### config.mk
export PLATFORM = sky130hd
export DESIGN_NAME = wlgs_ctrl
export DESIGN_NICKNAME = d
export VERILOG_FILES = /design/src/rtl/core/wlgs_pkg.sv /design/src/rtl/core/wlgs_ctrl.sv
export SDC_FILE = /design/constraint.sdc
export NUM_CORES = 1
export LEC_CHECK = 0
export BUFFER_PORTS_ARGS = -buffer_cell sky130_fd_sc_hd__buf_2
export CAP_MARGIN = 20
export CORE_MARGIN = 2
export CORE_UTILIZATION = 30
export DETAILED_ROUTE_END_ITERATION = 10
export MAX_ROUTING_LAYER = met4
export PLACE_DENSITY = 0.58
export SLEW_MARGIN = 10
export SYNTH_ARGS = -nofsm -noshare
export SYNTH_HDL_FRONTEND = slang
export SYNTH_SLANG_ARGS = --single-unit
### constraint.sdc
create_clock -name clk -period 1.8 [get_ports clk]
set_clock_uncertainty 0.1 [all_clocks]
set_input_delay 0.18 -clock clk [delete_from_list [all_inputs] [get_ports clk]]
set_output_delay 0.18 -clock clk [all_outputs]
set_load 0.02 [all_outputs]
### src/rtl/core/wlgs_pkg.sv
// Shared types and constants for the weighted Laplacian Gauss-Seidel solver.
// Used by the controller, the datapath and the top level.
`default_nettype none

package wlgs_pkg;

  // Default store sizes.
  localparam int unsigned MaxVerticesDef = 1024;
  localparam int unsigned MaxEdgesDef    = 8192;

  // Reset values of the configuration registers.
  localparam logic [15:0] MaxIterReset = 16'd5000;
  localparam logic [30:0] TolReset     = 31'd1;

  // Configuration register indexes.
  localparam logic CfgMaxIter = 1'b0;
  localparam logic CfgTol     = 1'b1;

  // Result kinds.
  localparam logic KindStatus = 1'b0;
  localparam logic KindRead   = 1'b1;

  // Number of quotient bits the divider produces, one per cycle.
  localparam int unsigned DivBits = 64;

  typedef enum logic [1:0] {
    OP_LOAD_V = 2'd0,
    OP_LOAD_E = 2'd1,
    OP_SOLVE  = 2'd2,
    OP_READ   = 2'd3
  } opcode_t;

  // Datapath operations issued by the controller.
  typedef enum logic [3:0] {
    DP_NONE,
    DP_ACCEPT,
    DP_OUT_RD,
    DP_OUT_ST,
    DP_SWEEP_INIT,
    DP_V_FETCH,
    DP_V_CHK,
    DP_E_READ,
    DP_E_SKIP,
    DP_E_TGT,
    DP_E_MUL,
    DP_E_ACC,
    DP_DIV_INIT,
    DP_DIV_STEP,
    DP_V_WB,
    DP_V_NEXT
  } dp_op_t;

  typedef struct packed {
    dp_op_t op;
    logic   sw_end;
  } cmd_t;

  typedef struct packed {
    logic out_free;
    logic iter_zero;
    logic count_zero;
    logic v_skip;
    logic edge_end;
    logic tgt_oob;
    logic div_last;
    logic v_last;
    logic conv_hit;
    logic iter_last;
  } status_t;

  // Per-vertex metadata word.
  typedef struct packed {
    logic        pinned;
    logic [31:0] wt;
    logic [12:0] start;
    logic [13:0] len;
  } vmeta_t;

  // Per-edge word.
  typedef struct packed {
    logic [9:0]  target;
    logic [31:0] weight;
  } edge_t;

endpackage

`default_nettype wire

### src/rtl/core/wlgs_ctrl.sv
// Controller state machine of the solver: sequences loads, reads and sweeps.
// Depends on wlgs_pkg; drives the datapath through cmd_t, reads status_t.
`default_nettype none

module wlgs_ctrl (
  input  wire logic             clk,
  input  wire logic             rst_n,
  input  wire logic             in_valid,
  input  wire logic [1:0]       in_opcode,
  output logic                  in_ready,
  input  wire wlgs_pkg::status_t stat,
  output wlgs_pkg::cmd_t        cmd
);

  typedef enum logic [3:0] {
    ST_IDLE,
    ST_RD_OUT,
    ST_START,
    ST_SW_BEGIN,
    ST_V_FETCH,
    ST_V_CHK,
    ST_E_READ,
    ST_E_TGT,
    ST_E_MUL,
    ST_E_ACC,
    ST_DIV,
    ST_V_WB,
    ST_V_NEXT,
    ST_SW_END,
    ST_ST_OUT
  } state_t;

  state_t state_r, state_nxt;

  // Next state and the operation for this cycle.
  always_comb begin
    state_nxt  = state_r;
    cmd.op     = wlgs_pkg::DP_NONE;
    cmd.sw_end = 1'b0;
    in_ready   = 1'b0;
    unique case (state_r)
      ST_IDLE: begin
        in_ready = 1'b1;
        if (in_valid) begin
          cmd.op = wlgs_pkg::DP_ACCEPT;
          priority if (in_opcode == wlgs_pkg::OP_READ) state_nxt = ST_RD_OUT;
          else if (in_opcode == wlgs_pkg::OP_SOLVE) state_nxt = ST_START;
          else state_nxt = ST_IDLE;
        end
      end
      ST_RD_OUT: begin
        if (stat.out_free) begin
          cmd.op    = wlgs_pkg::DP_OUT_RD;
          state_nxt = ST_IDLE;
        end
      end
      ST_START: begin
        state_nxt = stat.iter_zero ? ST_ST_OUT : ST_SW_BEGIN;
      end
      ST_SW_BEGIN: begin
        cmd.op    = wlgs_pkg::DP_SWEEP_INIT;
        state_nxt = stat.count_zero ? ST_SW_END : ST_V_FETCH;
      end
      ST_V_FETCH: begin
        cmd.op    = wlgs_pkg::DP_V_FETCH;
        state_nxt = ST_V_CHK;
      end
      ST_V_CHK: begin
        cmd.op    = wlgs_pkg::DP_V_CHK;
        state_nxt = stat.v_skip ? ST_V_NEXT : ST_E_READ;
      end
      ST_E_READ: begin
        if (stat.edge_end) begin
          cmd.op    = wlgs_pkg::DP_DIV_INIT;
          state_nxt = ST_DIV;
        end else begin
          cmd.op    = wlgs_pkg::DP_E_READ;
          state_nxt = ST_E_TGT;
        end
      end
      ST_E_TGT: begin
        if (stat.tgt_oob) begin
          cmd.op    = wlgs_pkg::DP_E_SKIP;
          state_nxt = ST_E_READ;
        end else begin
          cmd.op    = wlgs_pkg::DP_E_TGT;
          state_nxt = ST_E_MUL;
        end
      end
      ST_E_MUL: begin
        cmd.op    = wlgs_pkg::DP_E_MUL;
        state_nxt = ST_E_ACC;
      end
      ST_E_ACC: begin
        cmd.op    = wlgs_pkg::DP_E_ACC;
        state_nxt = ST_E_READ;
      end
      ST_DIV: begin
        cmd.op = wlgs_pkg::DP_DIV_STEP;
        if (stat.div_last) state_nxt = ST_V_WB;
      end
      ST_V_WB: begin
        cmd.op    = wlgs_pkg::DP_V_WB;
        state_nxt = ST_V_NEXT;
      end
      ST_V_NEXT: begin
        cmd.op    = wlgs_pkg::DP_V_NEXT;
        state_nxt = stat.v_last ? ST_SW_END : ST_V_FETCH;
      end
      ST_SW_END: begin
        cmd.sw_end = 1'b1;
        state_nxt  = (stat.conv_hit || stat.iter_last) ? ST_ST_OUT : ST_SW_BEGIN;
      end
      ST_ST_OUT: begin
        if (stat.out_free) begin
          cmd.op    = wlgs_pkg::DP_OUT_ST;
          state_nxt = ST_IDLE;
        end
      end
      default: state_nxt = ST_IDLE;
    endcase
  end

  // State register.
  always_ff @(posedge clk) begin
    if (!rst_n) begin
      state_r <= ST_IDLE;
    end else begin
      state_r <= state_nxt;
    end
  end

endmodule

`default_nettype wire

# Yosys cells after proc, flatten, opt, wreduce, memory -nomap -nowiden
# Index checks and enable logic that the tools add are counted.
[totals]
output_inout_bits = 6
regBits = 4
elab_cells = 45
[classes]
n_reduce_logical = 4
mux = 21
eq_ne = 19
[op_table]
columns = ["cell", "count"]
rows = [
  ["$pmux W4 S14", 1],
  ["$pmux W4 S13", 1],
  ["$mux W4", 12],
  ["$eq A4 B4 Y1 const B", 7],
  ["$eq A4 B3 Y1 const B", 4],
  ["$eq A4 B2 Y1 const B", 2],
  ["$mux W2", 3],
  ["$eq A2 B2 Y1 const B", 2],
  ["$eq A4 B1 Y1 const B", 1],
  ["$logic_not A4 Y1", 1],
  ["$mux W1", 4],
  ["$ne A2 B2 Y1 const B", 2],
  ["$reduce_and A3 Y1", 1],
  ["$ne A2 B1 Y1 const B", 1],
  ["$reduce_or A2 Y1", 1],
  ["$logic_or A1 B1 Y1", 1],
]

# Depth between registers and ports, before layout
# Gate-level depths: netlist of the first run.
[logic_depth]
ltp_word = 5
mapped_depth = 7
mapped_depth_nobuf = 5

# Worst setup path before layout of the first run
# No wires, ideal clock.
[synth_timing]
path_kind = "flip-flop to flip-flop"
startpoint = "reg state_r[3]"
endpoint = "reg state_r[1]"
arrival_ps = 1743
setup_slack_ps = -100
path_stages_with_launch = 6
setup_ps = 58
period_less_slack_ps = 1900
t_required_ps = 1642
cell_sequence = "dfxtp_1 > clkbuf_8 > nor4_1 > nand3b_1 > o311ai_0 > a21o_1"
[synth_via]
elab_chain_cells = 4
elab_cells_between_ends = 21
cone_classes = "eq/ne: 17; mux: 1; reduce/logical: 3"
[synth_lines]
columns = ["item", "line_no", "text"]
rows = [
  ["start, declared", "wlgs_ctrl.sv:33", "state_t state_r, state_nxt;"],
  ["start signal, assigned", "wlgs_ctrl.sv:129", "state_r <= state_nxt;"],
  ["$eq A4 B4 Y1 or $eq A4 B1 Y1 (tied branches)", "wlgs_ctrl.sv:41", "unique case (state_r)"],
  ["$reduce_or A2 Y1 (no source line)", "n/a", ""],
  ["$ne A2 B1 Y1 (no source line)", "n/a", ""],
  ["$reduce_and A3 Y1 (no source line)", "n/a", ""],
]
# Several ways; a longest one is shown, not always the timed one.
# A chain may end at the register's enable or synchronous reset.

# Final worst setup path of the first run
[layout_timing]
startpoint = "reg state_r[3]"
endpoint = "reg state_r[0]"
# Same word-level chain as after synthesis.

==> results.py, run 1 <==
metrics = {
    "place": {
        "dp_cells": 146,
        "gp_congestion": 0.834,
        "hpwl_um": 1480,
        "io_buffer_count": 20,
    },
    "global_routing": {
        "grt_pass1_vias": 688,
        "grt_max_degree": 27,
        "grt_usage": 0.155,
        "grt_pass1_wl_um": 3070,
        "antenna_found_initial": 0,
        "overflow": 0,
    },
    "hold_path": {
        "hp-class": "in2reg",
    },
    "cts": {
        "htreeDepth": 1,
        "clock-sinks": 4,
        "cts_hold_buf": 0,
        "clkLatencyLatePin_ns": 0.23,
        "numCtsBuffers": 3,
        "path_clk_slew_ns": 0.04,
        "clk_path_buf_depth": 2,
        "root_buffer": "clkbuf_4",
        "cts_tree": "done",
    },
    "layout": {
        "final_cell_count_no_fill": 160,
        "final_common_cell": "buf_2",
        "num_antenna_cells": 0,
        "fill_cells": 235,
        "largest_reg_flops": 4,
        "syn_to_final_growth_pct": 50.8,
        "regMostFlops": "state_r",
        "top_regs": "state_r (4)",
        "layout_common_cells": "buf_2, buf_4, nand2_1",
        "drive_gt1_frac": 0.470,
        "post-route-util": 0.472,
        "multi_input_area_sq_um": 527,
        "fin_nets": 149,
        "regArea_sq_um": 92.6,
    },
    "drt": {
        "routed_wl_um": 2250,
        "vias_per_cell": 5.62,
        "firstDrtPassIters": 4,
        "dr_total_vias": 899,
        "drt_iter0_markers": 20,
        "drc": 0,
        "drt.antenna.violating_nets": 0,
        "wire_per_inst_um": 14.1,
    },
    "run_status": {
        "status": "complete, no violations",
    },
    "power": {
        "p_total_uw": 626,
        "p_seq_frac": 0.190,
        "combPwrFrac": 0.636,
        "peakVddDrop_uv": 476,
        "power_density_mw_per_mm2": 611,
        "power.share.clock": 0.173,
        "p_sw_uw": 252,
        "p_sw_frac": 0.402,
        "power_leakage_uw": 0.000444,
        "p_int_uw": 375,
    },
    "floorplan": {
        "io_pins": 21,
        "dieArea_sq_mm": 0.00266,
        "start_util": 0.313,
        "core_sq_mm": 0.00217,
        "rows": 17,
        "die_w_um": 51.6,
        "die_h_um": 51.6,
    },
    "timing": {
        "slew-limit-headroom": 0.693,
        "min_period_over_period": 0.968,
        "max_freq_ghz": 0.574,
        "finalSetupViolCount": 0,
        "tightest_slew_ns": 0.454,
        "maxSlewViolCount": 0,
        "hold_violations": 0,
        "fin_crit_ns": 1.74,
        "hold_slack_ns": 0.110,
    },
    "critical_path": {
        "slowest_delay_ns": 0.37,
        "crit_chain": "buf_12, buf_4, or3_1, o21ai_2, a21oi_2, and4_4, a32o_1",
        "cp_slowest_cell": "dfxtp_4",
        "cp.arrival_ns": 1.76,
        "start_kind": "flop",
        "cp_data_required_time_ns": 1.82,
        "crit_fanout": 5,
        "path_class": "reg2reg",
        "end_kind": "flop",
    },
    "job": {
        "drv_cap": 0,
    },
    "synth": {
        "synth_cell_type_count": 37,
        "syn_area_per_cell_sq_um": 6.86,
        "yosysSeqAreaShare": 0.118,
        "syn_inst": 99,
        "syn-num-nets": 114,
        "yosysWarnings": 0,
        "syn-cell-area_sq_um": 679,
        "ys_ff_latch": 4,
    },
}
power groups by stage:
stage	clock network, uW	logic, uW	registers [uW]
2_1_floorplan	0	235	107
3_3_place_gp	0	306	112
3_5_place_dp	0	310	112
4_1_cts	117	318	112
5_1_grt	127	431	121
6_report	109	399	119
metal layers:
metal	wire [um]	track usage	vias up
met4	29	0.0526	0
met1	992	0.213	422
met5	0	-	-
met3	138	0.0115	4
li1	-	-	436
met2	1090	0.239	37
worst max-delay path: cells and delay by family (launching register included):
| kind | cells | cell delay (ns) |
|---|---|---|
| AND/OR/NAND/NOR | 2 | 0.54 |
| flip-flops | 1 | 0.37 |
| AO/OA/AOI/OAI | 3 | 0.35 |
| buffers and inverters | 2 | 0.26 |
cells by family (layout without fill, tap and decap cells):
| family | Yosys count | in the layout | synth area share |
|---|---|---|---|
| AND/OR/NAND/NOR | 49 | 49 | 0.385 |
| flip-flops | 4 | 4 | 0.118 |
| AO/OA/AOI/OAI | 34 | 34 | 0.339 |
| buffers and inverters | 12 | 45 | 0.158 |
synthesized netlist by cell type:
library cell,instances,share of area
and4_1,1,0.013
or3_1,1,0.0092
nand3_1,4,0.029
o31a_1,1,0.013
o31ai_1,1,0.011
a21oi_4,1,0.024
a22o_1,1,0.013
a21oi_1,8,0.059
and2b_2,2,0.026
nand4_1,3,0.028
and4_4,1,0.017
nor3_1,4,0.029
nand2_1,14,0.077
buf_2,1,0.0074
a21oi_2,1,0.013
or4b_4,1,0.020
a32o_1,2,0.029
nand3b_1,1,0.011
a21o_1,3,0.033
nand2b_1,1,0.0092
o21ai_0,10,0.074
inv_1,4,0.022
nor2b_1,3,0.028
o221ai_1,1,0.013
and3_2,1,0.011
a211oi_1,1,0.011
a31oi_1,1,0.0092
o22ai_1,1,0.0092
clkbuf_8,5,0.10
nor2_1,10,0.055
nor4_1,1,0.0092
nand4b_1,1,0.013
buf_6,1,0.017
o311ai_0,1,0.013
dfxtp_1,4,0.12
o211a_1,1,0.015
buf_4,1,0.011
layout make-up:
type                    instances  share of cell area
inverters                       4              0.0183
multi-input cells              83               0.514
well taps                      28              0.0342
clock buffers                   3              0.0220
flip-flops and latches          4              0.0904
repair buffers                 38               0.321
stage by stage:
| step | setup TNS, ns | instance area, sq um | worst slack, ns |
|---|---|---|---|
| floorplan | 0 | 686 | 0.117 |
| global placement | 0 | 806 | 0.106 |
| detailed placement | 0 | 806 | 0.101 |
| CTS | 0 | 843 | 0.0139 |
| global route | -0.0315 | 1020 | -0.0315 |
| finish | 0 | 1020 | 0.0577 |
timing repair:
action                     CTS  global route
gates cloned                 0             3
buffers inserted             0             8
pin swaps                    0             4
setup endpoints to repair    2             2
resized for setup            6            18
path summary, 6_finish.rpt:
kind                                  from          to  slack (ns)  depth (start not counted)
worst min-delay path                 rst_n  state_r[2]        0.11                          2
worst min register to register  state_r[0]  state_r[0]        0.45                          1
worst max register to register  state_r[3]  state_r[0]        0.06                          7
worst max-delay path            state_r[3]  state_r[0]        0.06                          7
Note: power is estimated with default switching activity, not from simulation.
==> inputs of run 2 (changes only) <==
--- a/config.mk
+++ b/config.mk
@@ -8,10 +8,10 @@
 export BUFFER_PORTS_ARGS = -buffer_cell sky130_fd_sc_hd__buf_2
 export CAP_MARGIN = 20
 export CORE_MARGIN = 2
-export CORE_UTILIZATION = 30
+export CORE_UTILIZATION = 40
 export DETAILED_ROUTE_END_ITERATION = 10
 export MAX_ROUTING_LAYER = met4
-export PLACE_DENSITY = 0.58
+export PLACE_DENSITY = 0.72
 export SLEW_MARGIN = 10
 export SYNTH_ARGS = -nofsm -noshare
 export SYNTH_HDL_FRONTEND = slang
==> run 2 against run 1 <==
Compared with the run above:
- register-to-register slack about the same
- utilization up 13 points
- sequential share of layout area up 0.47 points
- wire length down 4.7%
- critical path depth unchanged
- largest cell class unchanged
==> results.py, run 2 (same netlist as run 1, synthesis figures left out) <==
metrics = {
    "timing": {
        "tightest_slew_ns": 0.384,
        "maxSlewViolCount": 0,
        "finalSetupViolCount": 0,
        "slew-limit-headroom": 0.741,
        "max_freq_ghz": 0.572,
        "tns_ns": 0,
        "hold_violations": 0,
        "fin_crit_ns": 1.75,
        "min_period_over_period": 0.971,
    },
    "critical_path": {
        "cp_slowest_cell": "dfxtp_4",
        "crit_start": "state_r[3]",
        "r2r_cells": 7,
        "r2r_slack_ns": 0.06,
        "start_kind": "flop",
        "r2r_end": "state_r[3]",
        "path_class": "reg2out",
        "crit_chain": "buf_12, buf_4, nor2_2, a21oi_2, o221ai_1, a21o_1, buf_2",
        "rr_startpoint": "state_r[3]",
        "cp_data_required_time_ns": 1.52,
        "cp-endpoint": "cmd[2]",
        "end_kind": "primary output",
        "crit_fanout": 13,
        "slowest_delay_ns": 0.35,
        "cp.arrival_ns": 1.47,
    },
    "layout": {
        "post-route-util": 0.606,
        "num_antenna_cells": 0,
        "regMostFlops": "state_r",
        "final_common_cell": "buf_2",
        "layout_common_cells": "buf_2, nand2_1, buf_4",
        "syn_to_final_growth_pct": 37.6,
        "largest_reg_flops": 4,
        "drive_gt1_frac": 0.445,
        "fin_nets": 145,
        "fill_cells": 139,
        "top_regs": "state_r (4)",
    },
    "global_routing": {
        "grt_pass1_vias": 673,
        "overflow": 0,
        "grt_usage": 0.191,
        "grt_max_degree": 27,
        "grt_pass1_wl_um": 2830,
        "antenna_found_initial": 0,
    },
    "floorplan": {
        "core_sq_mm": 0.00154,
        "start_util": 0.441,
        "die_w_um": 45.2,
        "rows": 14,
        "dieArea_sq_mm": 0.00204,
        "die_h_um": 45.2,
        "io_pins": 21,
    },
    "drt": {
        "vias_per_cell": 6.15,
        "drc": 0,
        "firstDrtPassIters": 4,
        "wire_per_inst_um": 14.9,
        "drt_iter0_markers": 32,
        "drt.antenna.violating_nets": 0,
        "routed_wl_um": 2140,
        "dr_total_vias": 885,
    },
    "hold_path": {
        "whs_path_depth": 2,
        "hp-class": "in2reg",
    },
    "cts": {
        "path_clk_slew_ns": 0.04,
        "cts_hold_buf": 0,
        "root_buffer": "clkbuf_4",
        "clk_path_buf_depth": 2,
        "clkLatencyLatePin_ns": 0.23,
        "numCtsBuffers": 3,
        "cts_tree": "done",
        "clock-sinks": 4,
        "htreeDepth": 1,
    },
    "place": {
        "io_buffer_count": 20,
        "gp_congestion": 0.809,
        "hpwl_um": 1370,
    },
    "power": {
        "peakVddDrop_uv": 414,
        "power_density_mw_per_mm2": 624,
        "power_leakage_uw": 0.000414,
    },
    "run_status": {
        "status": "complete, no violations",
    },
    "job": {
        "drv_cap": 0,
    },
}
## run 2: layer usage
layer / wire length (um) / global-route usage
met5: 0 / -
met3: 154 / 0.0280
met2: 1080 / 0.300
met4: 46 / 0.0824
met1: 862 / 0.243
## run 2: layout make-up
class | count | area, sq um | area share
Inverter | 4 | 15.0 | 0.0161
Clock buffer | 3 | 22.5 | 0.0241
Timing Repair Buffer | 34 | 253 | 0.270
Tap cell | 16 | 20.0 | 0.0214
Multi-Input combinational cell | 83 | 536 | 0.573
Sequential cell | 4 | 88.8 | 0.0950
## run 2: per-stage QoR
stage / std cells / total power [uW] / instance area [sq um] / hold slack, ns / worst slack (ns)
2_1_floorplan: 99 / 342 / 686 / 0.208 / 0.117
3_3_place_gp: 135 / 408 / 786 / 0.364 / 0.130
3_5_place_dp: 135 / 411 / 786 / 0.374 / 0.0702
4_1_cts: 138 / 530 / 820 / 0.116 / 0.0220
5_1_grt: 144 / 631 / 935 / 0.114 / -0.0405
6_report: 144 / 584 / 935 / 0.126 / 0.0527
## run 2: critical path: cells and delay by family (launching register included)
family,cells,cell delay [ns]
compound gates,3,0.30
buf+inv,3,0.42
flops,1,0.35
simple gates,1,0.16
## run 2: report_power, final
group          internal [uW]  total, uW  switching [uW]
Clock                   74.4        108            33.5
Combinational            167        365             198
Sequential              99.5        111            11.8
## run 2: worst min-delay path by stage
stage,endpoint,startpoint
floorplan,state_r[2],rst_n
global route,state_r[2],rst_n
global placement,state_r[2],rst_n
detailed placement,state_r[2],rst_n
finish,state_r[2],rst_n
CTS,state_r[2],rst_n
## run 2: timing repair
item	in CTS	in global routing
setup buffers	0	5
setup endpoints to repair	2	2
resized for setup	5	17
pin swaps	0	3
gates cloned	0	1
